$ cat src/rtl/pip_pkg.sv
// Package for the polygon point inside test: widths, step codes and shared types.
package pip_pkg;

  localparam int COORD_WIDTH   = 32;
  localparam int WINDING_WIDTH = 16;
  localparam int OFF_WIDTH     = COORD_WIDTH + 1;
  localparam int PROD_WIDTH    = 2 * OFF_WIDTH;
  localparam int QUEUE_DEPTH   = 2;
  localparam int CFG_IDX_WIDTH = 2;
  localparam int INSIDE_LIMIT  = 4;
  localparam int SHORT_COUNT   = 2;

  typedef enum logic [CFG_IDX_WIDTH-1:0] {
    REG_TEST_X   = 2'd0,
    REG_TEST_Y   = 2'd1,
    REG_BOUNDARY = 2'd2
  } cfg_reg_t;

  typedef enum logic [1:0] {
    STEP_NONE = 2'd0,
    STEP_FWD  = 2'd1,
    STEP_TWO  = 2'd2,
    STEP_BACK = 2'd3
  } step_t;

  typedef struct packed {
    step_t step;
    logic  cross_neg;
    logic  cross_zero;
    logic  zero_off;
    logic  last;
    logic  short_path;
  } cmd_t;

  typedef struct packed {
    logic a_vld;
    logic b_vld;
  } front_stat_t;

endpackage

$ cat src/rtl/pip_back.sv
// Back end: winding accumulation, edge tracking and the result register.
module pip_back (
  input  logic          clk,
  input  logic          rst,
  input  logic          q_valid,
  input  pip_pkg::cmd_t q_data,
  output logic          q_pop,
  input  logic          boundary_result,
  output logic          out_valid,
  input  logic          out_stall,
  output logic          inside_res,
  output logic          on_edge
);

  localparam int WW = pip_pkg::WINDING_WIDTH;
  localparam logic signed [WW:0]   W_MAX  = {2'b00, {(WW-1){1'b1}}};
  localparam logic signed [WW:0]   W_MIN  = {2'b11, {(WW-1){1'b0}}};
  localparam logic signed [WW-1:0] W_FOUR = WW'(pip_pkg::INSIDE_LIMIT);

  logic signed [WW-1:0] winding;
  logic                 edge_hit;
  logic signed [2:0]    delta;
  logic signed [WW:0]   sum;
  logic signed [WW-1:0] winding_next;
  logic                 edge_next;
  logic                 is_inside;

  always_comb begin
    delta     = 3'sd0;
    edge_next = edge_hit;
    if (!edge_hit) begin
      if (q_data.zero_off) begin
        edge_next = 1'b1;
      end else begin
        case (q_data.step)
          pip_pkg::STEP_FWD:  delta = 3'sd1;
          pip_pkg::STEP_BACK: delta = -3'sd1;
          pip_pkg::STEP_TWO: begin
            if (q_data.cross_zero) begin
              edge_next = 1'b1;
            end else if (q_data.cross_neg) begin
              delta = 3'sd2;
            end else begin
              delta = -3'sd2;
            end
          end
          default: delta = 3'sd0;
        endcase
      end
    end
    sum = $signed({winding[WW-1], winding}) + (WW+1)'(delta);
    if (sum > W_MAX) begin
      winding_next = W_MAX[WW-1:0];
    end else if (sum < W_MIN) begin
      winding_next = W_MIN[WW-1:0];
    end else begin
      winding_next = sum[WW-1:0];
    end
    is_inside = (winding_next >= W_FOUR) || (winding_next <= -W_FOUR);
  end

  assign q_pop = q_valid && (!q_data.last || !out_valid || !out_stall);

  always_ff @(posedge clk) begin
    if (rst) begin
      winding   <= '0;
      edge_hit  <= 1'b0;
      out_valid <= 1'b0;
    end else begin
      if (out_valid && !out_stall) begin
        out_valid <= 1'b0;
      end
      if (q_pop) begin
        if (q_data.last) begin
          out_valid <= 1'b1;
          winding   <= '0;
          edge_hit  <= 1'b0;
        end else begin
          winding   <= winding_next;
          edge_hit  <= edge_next;
        end
      end
    end
  end

  always_ff @(posedge clk) begin
    if (q_pop && q_data.last) begin
      if (q_data.short_path) begin
        inside_res <= 1'b0;
        on_edge    <= 1'b0;
      end else if (edge_next) begin
        inside_res <= boundary_result;
        on_edge    <= 1'b1;
      end else begin
        inside_res <= is_inside;
        on_edge    <= 1'b0;
      end
    end
  end

endmodule

$ cat config.mk
export PLATFORM = sky130hd
export DESIGN_NAME = pip_back
export DESIGN_NICKNAME = d
export VERILOG_FILES = /design/src/rtl/pip_pkg.sv /design/src/rtl/pip_back.sv
export SDC_FILE = /design/constraint.sdc
export NUM_CORES = 1
export LEC_CHECK = 0
export ABC_AREA = 1
export BUFFER_PORTS_ARGS = -buffer_cell sky130_fd_sc_hd__buf_2
export CAP_MARGIN = 40
export CELL_PAD_IN_SITES_DETAIL_PLACEMENT = 1
export CELL_PAD_IN_SITES_GLOBAL_PLACEMENT = 1
export CORE_MARGIN = 4
export CORE_UTILIZATION = 45
export DETAILED_ROUTE_END_ITERATION = 6
export PLACE_DENSITY_LB_ADDON = 0.08
export SETUP_SLACK_MARGIN = 0.3
export SKIP_LAST_GASP = 1
export SLEW_MARGIN = 25
export SYNTH_ARGS = -nofsm -noshare
export SYNTH_HDL_FRONTEND = slang
export SYNTH_SLANG_ARGS = --single-unit
$ cat constraint.sdc
create_clock -name clk -period 8.45 [get_ports clk]
set_input_delay 0.4225 -clock clk [delete_from_list [all_inputs] [get_ports clk]]
set_output_delay 0.4225 -clock clk [all_outputs]
set_load 0.005 [all_outputs]
Word level (Yosys, flattened, before mapping)
Index checks and enable logic that the tools add are counted.
{"block": "word_totals", "reg_bits": 20, "out_inout_bits": 4, "word_cells": 40}
{"block": "classes", "n_mux": 18, "n_lt_le_gt_ge": 4, "n_addsub": 1, "reduce_logical": 9, "eq_ne": 3}
{"operator": "16-bit two-way mux", "n": 3}
{"operator": "16-bit by 3-bit adder with 17-bit output", "n": 1}
{"operator": "17-bit by 16-bit > comparator with 1-bit output, second input constant", "n": 1}
{"operator": "17-bit by 16-bit less-than comparator with 1-bit output, second input constant", "n": 1}
{"operator": "16-bit by 4-bit >= comparator with 1-bit output, second input constant", "n": 1}
{"operator": "16-bit by 3-bit less-or-equal comparator with 1-bit output, second input constant", "n": 1}
{"operator": "3-bit two-way mux", "n": 4}
{"operator": "1-bit two-way mux", "n": 10}
{"operator": "3-bit case mux with 3 select lines", "n": 1}
{"operator": "2-bit equality test, second input constant", "n": 2}
{"operator": "1-bit logical AND", "n": 3}
{"operator": "1-bit zero test", "n": 3}
{"operator": "1-bit logical OR", "n": 3}
{"operator": "2-bit by 1-bit equality test with 1-bit output, second input constant", "n": 1}

Logic depth before layout (Yosys ltp)
{"block": "depth", "depth_word": 12, "ltp_mapped": 23, "depth_no_buf": 22}

Least setup slack after synthesis
Ideal clock, no wire load.
{"block": "synth_timing", "path_kind": "in2reg", "from": "input port q_data[2] (netlist bit)", "to": "register inside_res (data pin)", "setup_time_ns": 0.252, "cell_stages": 20, "setup_slack_ns": 5.179, "t_required_ns": 8.198, "t_arrival_ns": 3.019, "cell_sequence": "nor2_1 > nand3_1 > a21oi_1 > ha_1 > or2_1 > nand3_1 > nand2_2 > nand2_2 > nand2_1 > nand2_1 > nand2_4 > nand2_4 > buf_8 > nand2_1 > o21ai_1 > nand2_1 > nor2_1 > nand2_1 > nand2_1 > nand2_1"}
{"block": "synth_between", "elab_chain_len": 9, "word_cells_on_any_way": 13, "classes_between": "1 x add/sub; 4 x order compare; 7 x mux; 1 x reduce/logical"}
{"item": "start, declared", "line_no": "pip_back.sv:6", "text": "input pip_pkg::cmd_t q_data,"}
{"item": "3-bit two-way mux", "line_no": "pip_back.sv:32", "text": "if (q_data.zero_off) begin"}
{"item": "3-bit two-way mux", "line_no": "pip_back.sv:31", "text": "if (!edge_hit) begin"}
{"item": "16-bit by 3-bit adder with 17-bit output", "line_no": "pip_back.sv:51", "text": "sum = $signed({winding[WW-1], winding}) + (WW+1)'(delta);"}
{"item": "17-bit by 16-bit less-than comparator with 1-bit output", "line_no": "pip_back.sv:54", "text": "end else if (sum < W_MIN) begin"}
{"item": "16-bit two-way mux", "line_no": "pip_back.sv:54"}
{"item": "16-bit two-way mux", "line_no": "pip_back.sv:52", "text": "if (sum > W_MAX) begin"}
{"item": "16-bit by 4-bit >= comparator with 1-bit output / 16-bit by 3-bit less-or-equal comparator with 1-bit output (equally long branches)", "line_no": "pip_back.sv:59", "text": "is_inside = (winding_next >= W_FOUR) || (winding_next <= -W_FOUR);"}
{"item": "1-bit logical OR", "line_no": "pip_back.sv:59"}
{"item": "1-bit two-way mux (*)", "line_no": "pip_back.sv:91", "text": "end else if (edge_next) begin"}
{"item": "end signal, assigned", "line_no": "pip_back.sv:92", "text": "inside_res <= boundary_result;"}
{"item": "end signal, assigned", "line_no": "pip_back.sv:95", "text": "inside_res <= is_inside;"}
{"item": "end, declared", "line_no": "pip_back.sv:11", "text": "output logic inside_res,"}
Every way passes the cells marked *; elsewhere a longest branch is shown, timed or not.
A chain may end at the register's enable or synchronous reset.

Worst setup path in the final report
{"block": "layout_timing", "from": "register edge_hit", "to": "register inside_res (data pin)"}
{"block": "layout_between", "elab_chain_len": 8, "word_cells_on_any_way": 11, "classes_between": "1 x add/sub; 4 x order compare; 5 x mux; 1 x reduce/logical"}
{"item": "start, declared", "line_no": "pip_back.sv:21", "text": "logic edge_hit;"}
{"item": "start signal, assigned", "line_no": "pip_back.sv:80", "text": "edge_hit <= edge_next;"}
{"item": "3-bit two-way mux", "line_no": "pip_back.sv:31"}
{"item": "16-bit by 3-bit adder with 17-bit output", "line_no": "pip_back.sv:51"}
{"item": "17-bit by 16-bit less-than comparator with 1-bit output", "line_no": "pip_back.sv:54"}
{"item": "16-bit two-way mux", "line_no": "pip_back.sv:54"}
{"item": "16-bit two-way mux", "line_no": "pip_back.sv:52"}
{"item": "16-bit by 4-bit >= comparator with 1-bit output / 16-bit by 3-bit less-or-equal comparator with 1-bit output (equally long branches)", "line_no": "pip_back.sv:59"}
{"item": "1-bit logical OR", "line_no": "pip_back.sv:59"}
{"item": "1-bit two-way mux (*)", "line_no": "pip_back.sv:91"}
Marks and branches as above.

==> parameters.txt <==
Parameter                              Value

Run status
  Run status ... complete, no violations

Yosys
  Async S/R FF share, synth ... 0%
  Synth cell types ... 31
  Synth Flop Type ... dfxtp_1
  Cell with the most instances after synthesis ... nand2_1
  Most numerous cell types in the synthesized netlist ... 140 x nand2_1, 45 x inv_1, 26 x a21oi_1
  Number of flops mapped to enable cells by yosys ... 2
  Cell count after synthesis ... 346
  Yosys top cell by area ... nand2_1
  Post-synthesis average cell area ... 5.931 sq um
  Yosys reg bits ... 20
  Synthesized area ... 2052 sq um
  Synth warnings ... 0
  Proportion of synthesized chip area in sequential cells ... 20.49%
  Proportion of netlist area held by the largest area contributor ... 25.61%
  Synthesized Nets ... 375
  Leading post-synthesis cells by cell area ... nand2_1 26%, dfxtp_1 18%, ha_1 9.8%, inv_1 8.2%, a21oi_1 6.3%

Die
  Die Span Y ... 75.53 um
  Chip width ... 75.53 um
  Core area ... 4384 sq um
  Ports ... 16
  Site Rows ... 24
  Die area ... 5704 sq um
  Initial cell density of the core ... 46.80%

Worst hold path
  Worst Hold Path Cells ... 3
  Hold WC Path Type ... input pin to flop

Place
  Routability cong. ... 0.8449
  Post-place instance area ... 2151 sq um
  Count of port buffers added during placement ... 15
  Final HPWL DP ... 4764 um

Drt
  # DRC ... 0
  Drt pass-1 iters ... 4
  Via count normalized by instance count ... 5.269
  WL per Instance ... 13.97 um
  DR vias ... 2171
  Post-detailed-routing wire length ... 5756 um
  Detailed router's first-iteration violation count ... 68
  Antenna violation net count after detailed routing ... 0

Global route
  All-layer global routing usage ... 22.74%
  Pin count of the biggest net entering global routing ... 21
  Global-route wire length before repair ... 9825 um
  Initial antenna violation count ... 0
  Leftover overflow at the end of global routing ... 0
  Via count of the first global-routing pass ... 2187

Clock tree
  Clock transition at the register clock pins on the worst setup and hold paths after CTS ... 0.08 ns
  Max Buffers Root-to-Sink ... 2
  Latest clock arrival within the worst-skew pair ... 0.27 ns
  Number of levels the H-tree was split into ... 1
  Number of clock sinks ... 20
  Number of post-CTS setup repair buffers ... 0
  TritonCTS clock tree ... built
  Post-cts repair resize count ... 0
  Clock root cell ... clkbuf_8
  Hold buffers post-CTS ... 0
  Number of buffers created by CTS ... 3

Worst setup path
  Timing endpoint of the critical path ... inside_res
  R2R Setup Slk ... 5.20 ns
  Largest fanout on the critical path ... 20
  Worst R2R Start ... edge_hit
  Data required time of the critical path ... 8.48 ns
  Critical path endpoint category ... flop
  Capture instance of the worst register-to-register path ... inside_res
  Data arrival, critical path ... 3.28 ns
  CP Launch Point ... edge_hit
  Crit Path Class ... flop to flop
  Cells on worst reg2reg path ... 21
  Startpoint types ... flop

Layout
  Layout area overhead ... 7.012%
  Sequential cell area in the final layout ... 420.4 sq um
  Combined area of the multi-input logic cells ... 1391 sq um
  Number of nets in the layout ... 390
  Filler Cell Count ... 638
  Final cell area excluding filler cells ... 2196 sq um
  Share of final-layout standard cells stronger than drive strength 1 ... 11.94%
  Number of inserted diodes ... 0

STA
  Normalized max-slew margin ... 60.66%
  Number of failing setup endpoints in the final timing report ... 0
  Period utilization ... 38.42%
  Upper clock frequency limit ... 308.0 MHz
  Post-layout min period ... 3.247 ns
  Actual transition at the worst max-transition pin ... 0.5879 ns
  Sum of negative setup slack ... 0 ns
  Final clock skew ... 0.008918 ns
  Max-slew violations ... 0
  Setup repair after global routing missed its margin ... no
  Final Hold Viols ... 0

Power
  Power density cells ... 111.4 nW/um^2
  IR drop worst, VDD ... 0.08534 mV
  Cell leakage power ... 1.268 nW
  Total Power ... 0.0002445 W

Job
  Max-capacitance violation count ... 0
==> cell families (layout without fill, tap and decap cells) <==
logic type               after synthesis  count (layout)  share of synthesized area [%]
XOR/XNOR                               7               7                          2.988
buffers and inverters                 55              69                          11.71
AO/OA/AOI/OAI                         42              42                          10.98
adder cells (fa/ha/maj)               17              17                          10.73
AND/OR/NAND/NOR                      205             205                          43.11
flip-flops                            20              20                          20.49
==> worst min path at each step <==
stage | startpoint | endpoint | slack [ns]
3_3_place_gp | winding[6] | winding[6] | 0.46
6_report | boundary_result | inside_res | 0.43
3_5_place_dp | winding[8] | winding[8] | 0.47
2_1_floorplan | winding[0] | winding[0] | 0.45
4_1_cts | boundary_result | inside_res | 0.43
5_1_grt | boundary_result | inside_res | 0.43
==> critical path: stages (launching register included) <==
cell	delay (ns)
dfxtp_1	0.33
nor2_1	0.16
nand3_1	0.17
a21oi_1	0.17
buf_4	0.24
ha_1	0.32
nand2_2	0.14
inv_1	0.05
a21oi_1	0.17
nand2_2	0.12
nand2_2	0.09
nand2_1	0.05
nand2_1	0.08
nand2_2	0.07
inv_1	0.08
nand2_2	0.21
nand2_1	0.19
nand3_1	0.09
nor2_1	0.11
nand2_1	0.06
nand2_1	0.06
nand2_1	0.04
==> cell usage in the layout (no fill, tap or decap) <==
master	n
nand2_1	140
inv_1	45
a21oi_1	26
nor2_1	20
nand3_1	18
dfxtp_1	18
ha_1	16
buf_2	15
nand2_2	12
o21ai_1	6
xor2_1	6
o21ai_0	5
clkbuf_8	3
buf_4	3
nor3_1	2
a21oi_2	2
nand2_4	2
inv_2	2
nand4_1	2
o21bai_1	2
nor4_1	2
and2_1	2
edfxtp_1	2
or2_1	1
nor3_2	1
nand3_2	1
nor3_4	1
xnor2_1	1
a21o_1	1
or2_2	1
fa_1	1
clkbuf_1	1
==> stage by stage <==
step                      util (%)  cells  hold slack (ns)  setup WS, ns
after floorplan                  -    346           0.4497         5.179
after global placement       48.89    407           0.4618         5.189
after detailed placement     49.06    408           0.4657         5.017
after CTS                    50.09    412           0.4259         5.178
after global routing         50.09    412           0.4314         4.833
final                        50.09    412           0.4328         5.203
==> per-layer routing <==
layer / vias up / wire (um) / track usage (%)
met5: - / 0 / 0
met4: 0 / 61 / 6.602
met3: 5 / 203 / 2.111
met2: 27 / 2706 / 38.64
met1: 1029 / 2784 / 30.61
li1: 1110 / - / -
==> flip-flops by register name, indices dropped and copies added (netlist names) <==
name        cells
edge_hit        1
out_valid       1
winding        16
inside_res      1
on_edge         1
==> final cells by class <==
| cell class | count | share of cell area, % |
|---|---|---|
| Timing Repair Buffer | 18 | 4.444 |
| Tap cell | 52 | 2.963 |
| Multi-Input combinational cell | 271 | 63.36 |
| Inverter | 47 | 8.034 |
| Clock buffer | 4 | 2.051 |
| Sequential cell | 20 | 19.15 |
==> where the power goes <==
| part | leakage, nW | total, W | internal (W) | switching, W |
|---|---|---|---|---|
| sequential | 0.165 | 0.000103 | 0.000100 | 0.00000290 |
| clock | 0.0228 | 0.0000662 | 0.0000336 | 0.0000326 |
| combinational | 1.08 | 0.0000754 | 0.0000255 | 0.0000499 |
| total | 1.27 | 0.000245 | 0.000159 | 0.0000854 |
Note: power is estimated with default switching activity, not from simulation.
