`config.mk`:
```
export PLATFORM = sky130hd
export DESIGN_NAME = pip_queue
export DESIGN_NICKNAME = d
export VERILOG_FILES = /design/src/rtl/pip_pkg.sv /design/src/rtl/pip_queue.sv
export SDC_FILE = /design/constraint.sdc
export NUM_CORES = 1
export LEC_CHECK = 0
export BUFFER_PORTS_ARGS = -buffer_cell sky130_fd_sc_hd__buf_2
export CORE_MARGIN = 2
export CORE_UTILIZATION = 43
export CTS_CLUSTER_SIZE = 10
export DETAILED_ROUTE_END_ITERATION = 8
export MAX_ROUTING_LAYER = met4
export PLACE_DENSITY_LB_ADDON = 0.1
export SLEW_MARGIN = 20
export SYNTH_ARGS = -nofsm -noshare
export SYNTH_HDL_FRONTEND = slang
export SYNTH_SLANG_ARGS = --single-unit
```
`constraint.sdc`:
```
create_clock -name clk -period 0.95 [get_ports clk]
set_input_delay 0.0475 -clock clk [delete_from_list [all_inputs] [get_ports clk]]
set_output_delay 0.0475 -clock clk [all_outputs]
set_load 0.02 [all_outputs]
```
`src/rtl/pip_pkg.sv`:
```
// Package for the polygon point inside test: widths, step codes and shared types.
package pip_pkg;

  localparam int COORD_WIDTH   = 32;
  localparam int WINDING_WIDTH = 16;
  localparam int OFF_WIDTH     = COORD_WIDTH + 1;
  localparam int PROD_WIDTH    = 2 * OFF_WIDTH;
  localparam int QUEUE_DEPTH   = 2;
  localparam int CFG_IDX_WIDTH = 2;
  localparam int INSIDE_LIMIT  = 4;
  localparam int SHORT_COUNT   = 2;

  typedef enum logic [CFG_IDX_WIDTH-1:0] {
    REG_TEST_X   = 2'd0,
    REG_TEST_Y   = 2'd1,
    REG_BOUNDARY = 2'd2
  } cfg_reg_t;

  typedef enum logic [1:0] {
    STEP_NONE = 2'd0,
    STEP_FWD  = 2'd1,
    STEP_TWO  = 2'd2,
    STEP_BACK = 2'd3
  } step_t;

  typedef struct packed {
    step_t step;
    logic  cross_neg;
    logic  cross_zero;
    logic  zero_off;
    logic  last;
    logic  short_path;
  } cmd_t;

  typedef struct packed {
    logic a_vld;
    logic b_vld;
  } front_stat_t;

endpackage

```
`src/rtl/pip_queue.sv`:
```
// Short queue of classified vertex commands between the front and back ends.
module pip_queue (
  input  logic          clk,
  input  logic          rst,
  input  logic          wr_en,
  input  pip_pkg::cmd_t wr_data,
  output logic          full,
  input  logic          rd_en,
  output logic          rd_valid,
  output pip_pkg::cmd_t rd_data
);

  localparam int DEPTH = pip_pkg::QUEUE_DEPTH;
  localparam int PTR_W = (DEPTH > 1) ? $clog2(DEPTH) : 1;
  localparam int CNT_W = $clog2(DEPTH + 1);

  pip_pkg::cmd_t    mem [DEPTH];
  logic [PTR_W-1:0] wr_ptr;
  logic [PTR_W-1:0] rd_ptr;
  logic [CNT_W-1:0] count;

  assign full     = (count == CNT_W'(DEPTH));
  assign rd_valid = (count != '0);
  assign rd_data  = mem[rd_ptr];

  always_ff @(posedge clk) begin
    if (rst) begin
      wr_ptr <= '0;
      rd_ptr <= '0;
      count  <= '0;
    end else begin
      if (wr_en) begin
        wr_ptr <= (wr_ptr == PTR_W'(DEPTH - 1)) ? '0 : wr_ptr + 1'b1;
      end
      if (rd_en) begin
        rd_ptr <= (rd_ptr == PTR_W'(DEPTH - 1)) ? '0 : rd_ptr + 1'b1;
      end
      if (wr_en && !rd_en) begin
        count <= count + 1'b1;
      end else if (!wr_en && rd_en) begin
        count <= count - 1'b1;
      end
    end
  end

  always_ff @(posedge clk) begin
    if (wr_en) begin
      mem[wr_ptr] <= wr_data;
    end
  end

endmodule

```
# After elaboration in Yosys (flattened, before gate mapping)
# Memories as Yosys holds them, arrays and structs flattened. A register that Yosys moved wholly into a read port is not among the register bits.
# Cells that the tools add are included.
dict set report op_classes {
  addsub 4
  n_eq_ne 1
  n_mux 8
  reduce_logical 6
}
# cell count
set ops {}
lappend ops {{1-bit 2-to-1 mux} 6}
lappend ops {{2-bit 2-to-1 mux} 2}
lappend ops {{2-bit nonzero test} 2}
lappend ops {{1-bit adder (second input constant)} 2}
lappend ops {{2-bit by 1-bit adder with 2-bit output (second input constant)} 1}
lappend ops {{2-bit equality test (second input constant)} 1}
lappend ops {{1-bit logical AND} 2}
lappend ops {{1-bit zero test} 2}
lappend ops {{2-bit by 1-bit subtractor with 2-bit output (second input constant)} 1}
dict set report totals {
  regBits 4
  ramBits 14
  in_bits 11
  out_inout_bits 9
  elab_cells 23
  memories 1
}
# memory words width rd rd_ports_with_merged_regs write_ports line_no
set mem_list {}
lappend mem_list {mem 2 7 1 1 1 pip_queue.sv:17} ;# pip_pkg::cmd_t mem [DEPTH];

# Longest topological paths before layout
# Gate-level depths: netlist of the first run.
dict set report depth {
  word_depth 4
  depth_mapped 5
  depth_no_buf 5
}

# Worst setup path after synthesis of the first run
# OpenSTA, ideal clock, no wires.
dict set report synth_timing {
  kind {reg2reg}
  startpoint {reg wr_ptr}
  endpoint {mem mem[0][0] in the netlist's numbering, enable pin}
  setup_time_ns 0.365
  t_arrival_ns 0.671
  setup_slack_ns -0.086
  stages_incl_launch_ff 2
  path_buffers 0
  period_less_slack_ns 1.036
  path_cell_list {dfxtp_1 -> nor2b_1}
}
# item line_no
set synth_lines {}
lappend synth_lines {{start: declaration} pip_queue.sv:18} ;# logic [PTR_W-1:0] wr_ptr;
lappend synth_lines {{start signal: assignment} pip_queue.sv:33} ;# wr_ptr <= (wr_ptr == PTR_W'(DEPTH - 1)) ? '0 : wr_ptr + 1'b1;
lappend synth_lines {{end: declaration} pip_queue.sv:17}
# No word-level cell before the write port.

==> flow_metrics.env, run 1 <==
export IMPL_rsz0062_at_grt="true"
export IMPL_clock_sinks=19
export IMPL_grt_use_total_pct=15.8
export IMPL_cp_max_fo=4
export IMPL_holdWs_ps=128
export IMPL_power_density_nw_per_um2=1650
export IMPL_first_global_vias=549
export IMPL_dp_cells=88
export IMPL_status="complete, but fails checks"
export IMPL_path_clk_slew_ps=90
export IMPL_critPathLaunchType="flop"
export IMPL_p_leak_nw=0.502
export IMPL_h_tree_depth=1
export IMPL_drt_pass1_iter_count=4
export IMPL_max_freq_mhz=807
export IMPL_yosysWarnings=0
export IMPL_gr_total_overflow=0
export IMPL_finalSetupTns_ps=-2430
export IMPL_cp_data_arrival_time_ps=1190
export IMPL_ys_seq_area_share_pct=72.9
export IMPL_ir_drop_uv=1040
export IMPL_grt_max_degree=11
export IMPL_cts_buffer_depth=2
export IMPL_place_congestion=0.619
export IMPL_drv_cap=0
export IMPL_syn2layout_area_growth_pct=60.8
export IMPL_synth_nets=56
export IMPL_numCtsBuffers=3
export IMPL_antenna_cells=0
export IMPL_core_um2=1520
export IMPL_cpMostUsedCell="buf_6"
export IMPL_cp_slowest_stage_delay_ps=360
export IMPL_min_period_ps=1240
export IMPL_path_class="flop to output pin"
export IMPL_worst_slew_pin_slew_ps=185
export IMPL_yosys_register_bits=19
export IMPL_viasPerCell=4.66
export IMPL_antenna_found_initial=0
export IMPL_portBuffers=19
export IMPL_drive_gt1_share_pct=58.0
export IMPL_syn_inst=44
export IMPL_layoutNonFillerInstCount=104
export IMPL_root_buffer="clkbuf_4"
export IMPL_finalWorstSetupSlack_ps=-289
export IMPL_cp_end_kind="output pin"
export IMPL_hp_class="input port to flop"
export IMPL_final_area_um2=1150
export IMPL_initial_utilization_pct=46.9
export IMPL_ys_types=16
export IMPL_clock_skew_ps=3.22
export IMPL_synth_top_area_cell="edfxtp_1"
export IMPL_finalHoldViolCount=0
export IMPL_dieArea_um2=2000
export IMPL_yosys_top_cells_area="edfxtp_1 (59%), dfxtp_1 (14%), mux2_2 (11%)"
export IMPL_violations="setup timing"
export IMPL_routed_wl_um=1300
export IMPL_crit_buf_inv=2
export IMPL_cts_tree="yes"
export IMPL_drtIter0Drc=6
export IMPL_clk_latency_ps=280
export IMPL_syn_area_per_cell_um2=16.2
export IMPL_die_x_um=44.8
export IMPL_cp_slowest_cell="dfxtp_2"
export IMPL_netlist_area_um2=714
export IMPL_power_mw=1.89
export IMPL_dp_hpwl_um=871
export IMPL_critical_path_cell_chain="buf_6 -> mux2_4 -> buf_6"
export IMPL_synth_top_area_share_pct=58.8
export IMPL_fin_nets=101
export IMPL_dpl_cell_area_um2=903
export IMPL_fill_cells=102
export IMPL_grt_pass1_wl_um=2210
export IMPL_crit_required_ps=900
export IMPL_timing_slew_headroom_pct=87.6
export IMPL_post_route_period_util_pct=130
export IMPL_vias=485
export IMPL_rows=14
export IMPL_wire_per_inst_um=12.5
export IMPL_report_final_slew_viol_count=0
export IMPL_critical_path_top_delay_family="flip-flops"
export IMPL_die_h_um=44.8
export IMPL_place_ws_ps=-80.8
export IMPL_ant_nets=0
export IMPL_io_pins=20
export IMPL_final_util_pct=75.4
export IMPL_drc=0
export IMPL_finalSetupViolCount=10
[Yosys cell counts (all sizes together)]
master / number
nor2b: 1
o21ai: 1
or2: 1
and2b: 1
and2: 1
inv: 1
nor2: 4
or3: 1
edfxtp: 14
buf: 1
xor2: 2
a21oi: 1
ha: 1
mux2: 7
dfxtp: 5
xnor2: 2
[cell families (layout without fill, tap and decap cells)]
kind of cell | count (synthesis) | count (layout) | share of synthesized area, %
mux | 7 | 7 | 11.0
simple gates | 9 | 9 | 6.83
fa+ha+maj | 1 | 1 | 1.75
flops | 19 | 19 | 72.9
compound gates | 2 | 2 | 1.40
xor+xnor | 4 | 4 | 4.90
buf+inv | 2 | 46 | 1.22
[per-layer routing]
| layer | vias to the layer above | share of wire, % | track usage [%] |
|---|---|---|---|
| li1 | 244 | - | - |
| met1 | 223 | 41 | 17.5 |
| met2 | 16 | 53 | 28.7 |
| met3 | 2 | 5.2 | 2.40 |
| met4 | 0 | 0.38 | 5.45 |
| met5 | - | 0 | - |
[final timing paths]
kind,start,endpoint,slack (ps),cells after the start
hold / removal,rd_en,flop,130,4
hold reg to reg,rd_ptr$_SDFFE_PP0P_,flop,530,2
setup reg to reg,count[0]$_SDFFE_PP0P_,count[1]$_SDFFE_PP0P_,-170,4
setup / recovery,flop,rd_data[3],-290,3
[repair_timing]
action,in CTS,in global routing
hold buffers,8,0
gates resized for setup,33,2
setup buffers,3,1
pin swaps,1,0
endpoints found under the setup margin,17,17
endpoints found under the hold margin,19,0
[layout make-up]
class                           instances  area [µm²]  area share, %
Inverter                                1        3.75          0.327
Timing Repair Buffer                   41         352           30.6
Multi-Input combinational cell         23         219           19.1
Tap cell                               16        20.0           1.74
Clock buffer                            4        26.3           2.29
Sequential cell                        19         528           46.0
[registers in the layout, indices dropped and copies added (netlist names), named ones only]
register,flops
count,2
mem,14
rd_ptr,1
wr_ptr,1
[placed cells by master, fill, tap and decap left out]
cell           instances
edfxtp_1              14
buf_6                 13
buf_2                 10
buf_4                 10
dlygate4sd3_1          8
mux2_4                 7
nor2_1                 4
dfxtp_2                3
clkbuf_4               3
xnor2_1                2
xor2_1                 2
or2_4                  1
and2_4                 1
inv_1                  1
and2b_2                1
nor2b_2                1
o21ai_0                1
or3_1                  1
a21oi_1                1
ha_1                   1
clkbuf_1               1
dfxtp_4                1
dfxtp_1                1
[power breakdown]
group	internal [mW]	switching, mW
Clock	0.163	0.220
Sequential	0.963	0.0314
Combinational	0.312	0.201
[worst register-to-register path, stage by stage (launching register included)]
cell and delay [ps]:
dfxtp_4 370, buf_6 110, xor2_1 150, or3_1 310, a21oi_1 120
Note: power is estimated with default switching activity, not from simulation.
==> run 2: changes to the inputs <==
--- a/config.mk
+++ b/config.mk
@@ -5,9 +5,11 @@
 export SDC_FILE = /design/constraint.sdc
 export NUM_CORES = 1
 export LEC_CHECK = 0
+export ABC_AREA = 1
 export BUFFER_PORTS_ARGS = -buffer_cell sky130_fd_sc_hd__buf_2
+export CAP_MARGIN = 25
 export CORE_MARGIN = 2
-export CORE_UTILIZATION = 43
+export CORE_UTILIZATION = 44
 export CTS_CLUSTER_SIZE = 10
 export DETAILED_ROUTE_END_ITERATION = 8
 export MAX_ROUTING_LAYER = met4
==> run 2 against run 1 <==
The flow still finishes with violations (setup timing). Cell count up 3.8%. Highest routed layer is now met3. Sequential share of layout area down 0.059 points. Combinational power down 10%. Die area up 1.1%. Hold slack worse by 87 ps. Critical path depth unchanged. Largest cell class unchanged. Sequential power down 1%. Core utilization down 0.94 points. Clock skew down 2.2 ps. Synthesized cell count up 25%. First-iteration DRC count down 67%. Critical endpoint is now rd_data[1].
==> flow_metrics.env, run 2 <==
export IMPL_routed_wl_um=1380
export IMPL_layout_commonest_cell="edfxtp_1"
export IMPL_multi_input_area_um2=230
export IMPL_fin_nets=105
export IMPL_path_class="flop to output pin"
export IMPL_synth_top_area_cell="edfxtp_1"
export IMPL_die_x_um=45.0
export IMPL_final_util_pct=74.4
export IMPL_dieArea_um2=2020
export IMPL_viasPerCell=4.80
export IMPL_status="complete, but fails checks"
export IMPL_rr_worst_depth=3
export IMPL_finalSetupTns_ps=-2080
export IMPL_ys_types=16
export IMPL_whs_path_depth=3
export IMPL_initial_utilization_pct=48.0
export IMPL_crit_required_ps=900
export IMPL_regArea_um2=527
export IMPL_place_congestion=0.691
export IMPL_synth_nets=67
export IMPL_reg_top3="mem: 14 flops, count: 2 flops"
export IMPL_syn_inst=55
export IMPL_layout_common_cells="edfxtp_1 (14), buf_6 (11), buf_2 (10)"
export IMPL_synthMostInstantiatedCell="edfxtp_1"
export IMPL_grt_pass1_wl_um=2100
export IMPL_report_final_slew_viol_count=0
export IMPL_post_route_period_util_pct=132
export IMPL_finalSetupViolCount=8
export IMPL_ir_drop_uv=1110
export IMPL_drc=0
export IMPL_core_um2=1540
export IMPL_finalWorstSetupSlack_ps=-302
export IMPL_syn2layout_area_growth_pct=55.2
export IMPL_yosys_top_cells_area="edfxtp_1 (57%), dfxtp_1 (14%), mux2_2 (11%)"
export IMPL_holdWs_ps=41.0
export IMPL_min_period_ps=1250
export IMPL_rows=14
export IMPL_async_flop_share_pct=0
export IMPL_power_density_nw_per_um2=1590
export IMPL_antenna_cells=0
export IMPL_die_h_um=45.0
export IMPL_gr_total_overflow=0
export IMPL_cp_max_fo=7
export IMPL_h_tree_depth=1
export IMPL_clk_latency_ps=280
export IMPL_yosys_register_bits=19
export IMPL_violations="setup timing"
export IMPL_largest_register_ffs=14
export IMPL_clock_sinks=19
export IMPL_finalHoldViolCount=0
export IMPL_drtIter0Drc=2
export IMPL_cts_buffer_depth=2
export IMPL_cp_data_arrival_time_ps=1200
export IMPL_first_global_vias=492
export IMPL_timing_slew_headroom_pct=85.3
export IMPL_cts_tree="yes"
export IMPL_worst_slew_pin_slew_ps=218
export IMPL_layoutNonFillerInstCount=108
export IMPL_antenna_found_initial=0
export IMPL_ant_nets=0
export IMPL_rsz0062_at_grt="true"
export IMPL_clock_skew_ps=1.03
export IMPL_drive_gt1_share_pct=53.3
export IMPL_grt_use_total_pct=15.3
export IMPL_ys_seq_area_share_pct=70.4
export IMPL_syn_area_per_cell_um2=13.4
export IMPL_power_mw=1.83
export IMPL_p_leak_nw=0.510
export IMPL_yosys_most_used_dff="edfxtp_1"
export IMPL_io_pins=20
export IMPL_hp_class="input port to flop"
export IMPL_path_clk_slew_ps=100
export IMPL_cp_end_kind="output pin"
export IMPL_root_buffer="clkbuf_4"
export IMPL_drv_cap=0
export IMPL_regMostFlops="mem"
export IMPL_wire_per_inst_um=12.8
export IMPL_synth_edf_count=14
export IMPL_dp_hpwl_um=780
export IMPL_synth_top_area_share_pct=56.9
export IMPL_netlist_area_um2=739
export IMPL_fill_cells=110
export IMPL_synth_top_cells_by_count="edfxtp_1 (14), inv_1 (8), mux2_2 (7)"
export IMPL_grt_max_degree=12
export IMPL_yosysWarnings=0
export IMPL_drt_pass1_iter_count=4
export IMPL_dp_cells=92
export IMPL_portBuffers=19
export IMPL_vias=518
export IMPL_max_freq_mhz=799
export IMPL_numCtsBuffers=3
export IMPL_critPathLaunchType="flop"
## run 2: cell types whose count changed in the layout (fill, tap and decap cells not counted), sizes merged, moves of 2 or more
cell   delta
buf       -7
nand2     +6
nor2      +2
inv       +8
xor2      -2
## run 2: metal layers
layer	routed length, µm	global-route usage (%)
met3	64	2.40
met5	0	-
met1	563	17.9
met4	0	5.29
met2	749	26.6
## run 2: final cells by class
type                       count  share of cell area (%)
sequential                    19                    45.9
timing repair buffer          34                    26.5
tap                           16                    1.74
inverter                       9                    3.38
clock buffer                   3                    1.96
clock inverter                 1                   0.436
multi-input combinational     26                    20.1
## run 2: final timing paths
kind                                       startpoint               endpoint  slack [ps]
worst max-delay path                             flop             rd_data[1]        -300
worst min-delay path                            rd_en    rd_ptr$_SDFFE_PP0P_          40
worst max register to register  count[0]$_SDFFE_PP0P_  count[0]$_SDFFE_PP0P_          40
worst min register to register    wr_ptr$_SDFFE_PP0P_    wr_ptr$_SDFFE_PP0P_         530
## run 2: repair_timing
item / in CTS / in global routing
setup endpoints to repair: 16 / 13
hold buffers: 8 / 0
resized for setup: 35 / 7
pin swaps: 1 / 5
buffers inserted: 1 / 3
hold endpoints to repair: 17 / 0
## run 2: worst max-delay path, stage by stage (launching register included)
cell,delay [ps]
dfxtp_2,360
buf_12,130
mux2_4,300
buf_6,130
## run 2: through the flow
| stage | setup slack, ps | cell area [µm²] |
|---|---|---|
| floorplan | 65.1 | 742 |
| global route | -346 | 1150 |
| finish | -302 | 1150 |
| detailed placement | -49.8 | 881 |
| global placement | -41.5 | 881 |
| CTS | -313 | 1100 |
## run 2: cell families after synthesis
kind of cell	synth area share (%)
AO/OA/AOI/OAI	1.35
XOR/XNOR	1.18
adder cells (fa/ha/maj)	1.69
buffers and inverters	6.09
flip-flops	70.4
multiplexers	10.7
AND/OR/NAND/NOR	8.63
## run 2: report_power, final
part / switching [mW] / internal [mW] / leakage [nW] / total, mW
Clock: 0.230 / 0.156 / 0.0177 / 0.386
Combinational: 0.204 / 0.256 / 0.319 / 0.461
Sequential: 0.0302 / 0.951 / 0.174 / 0.981
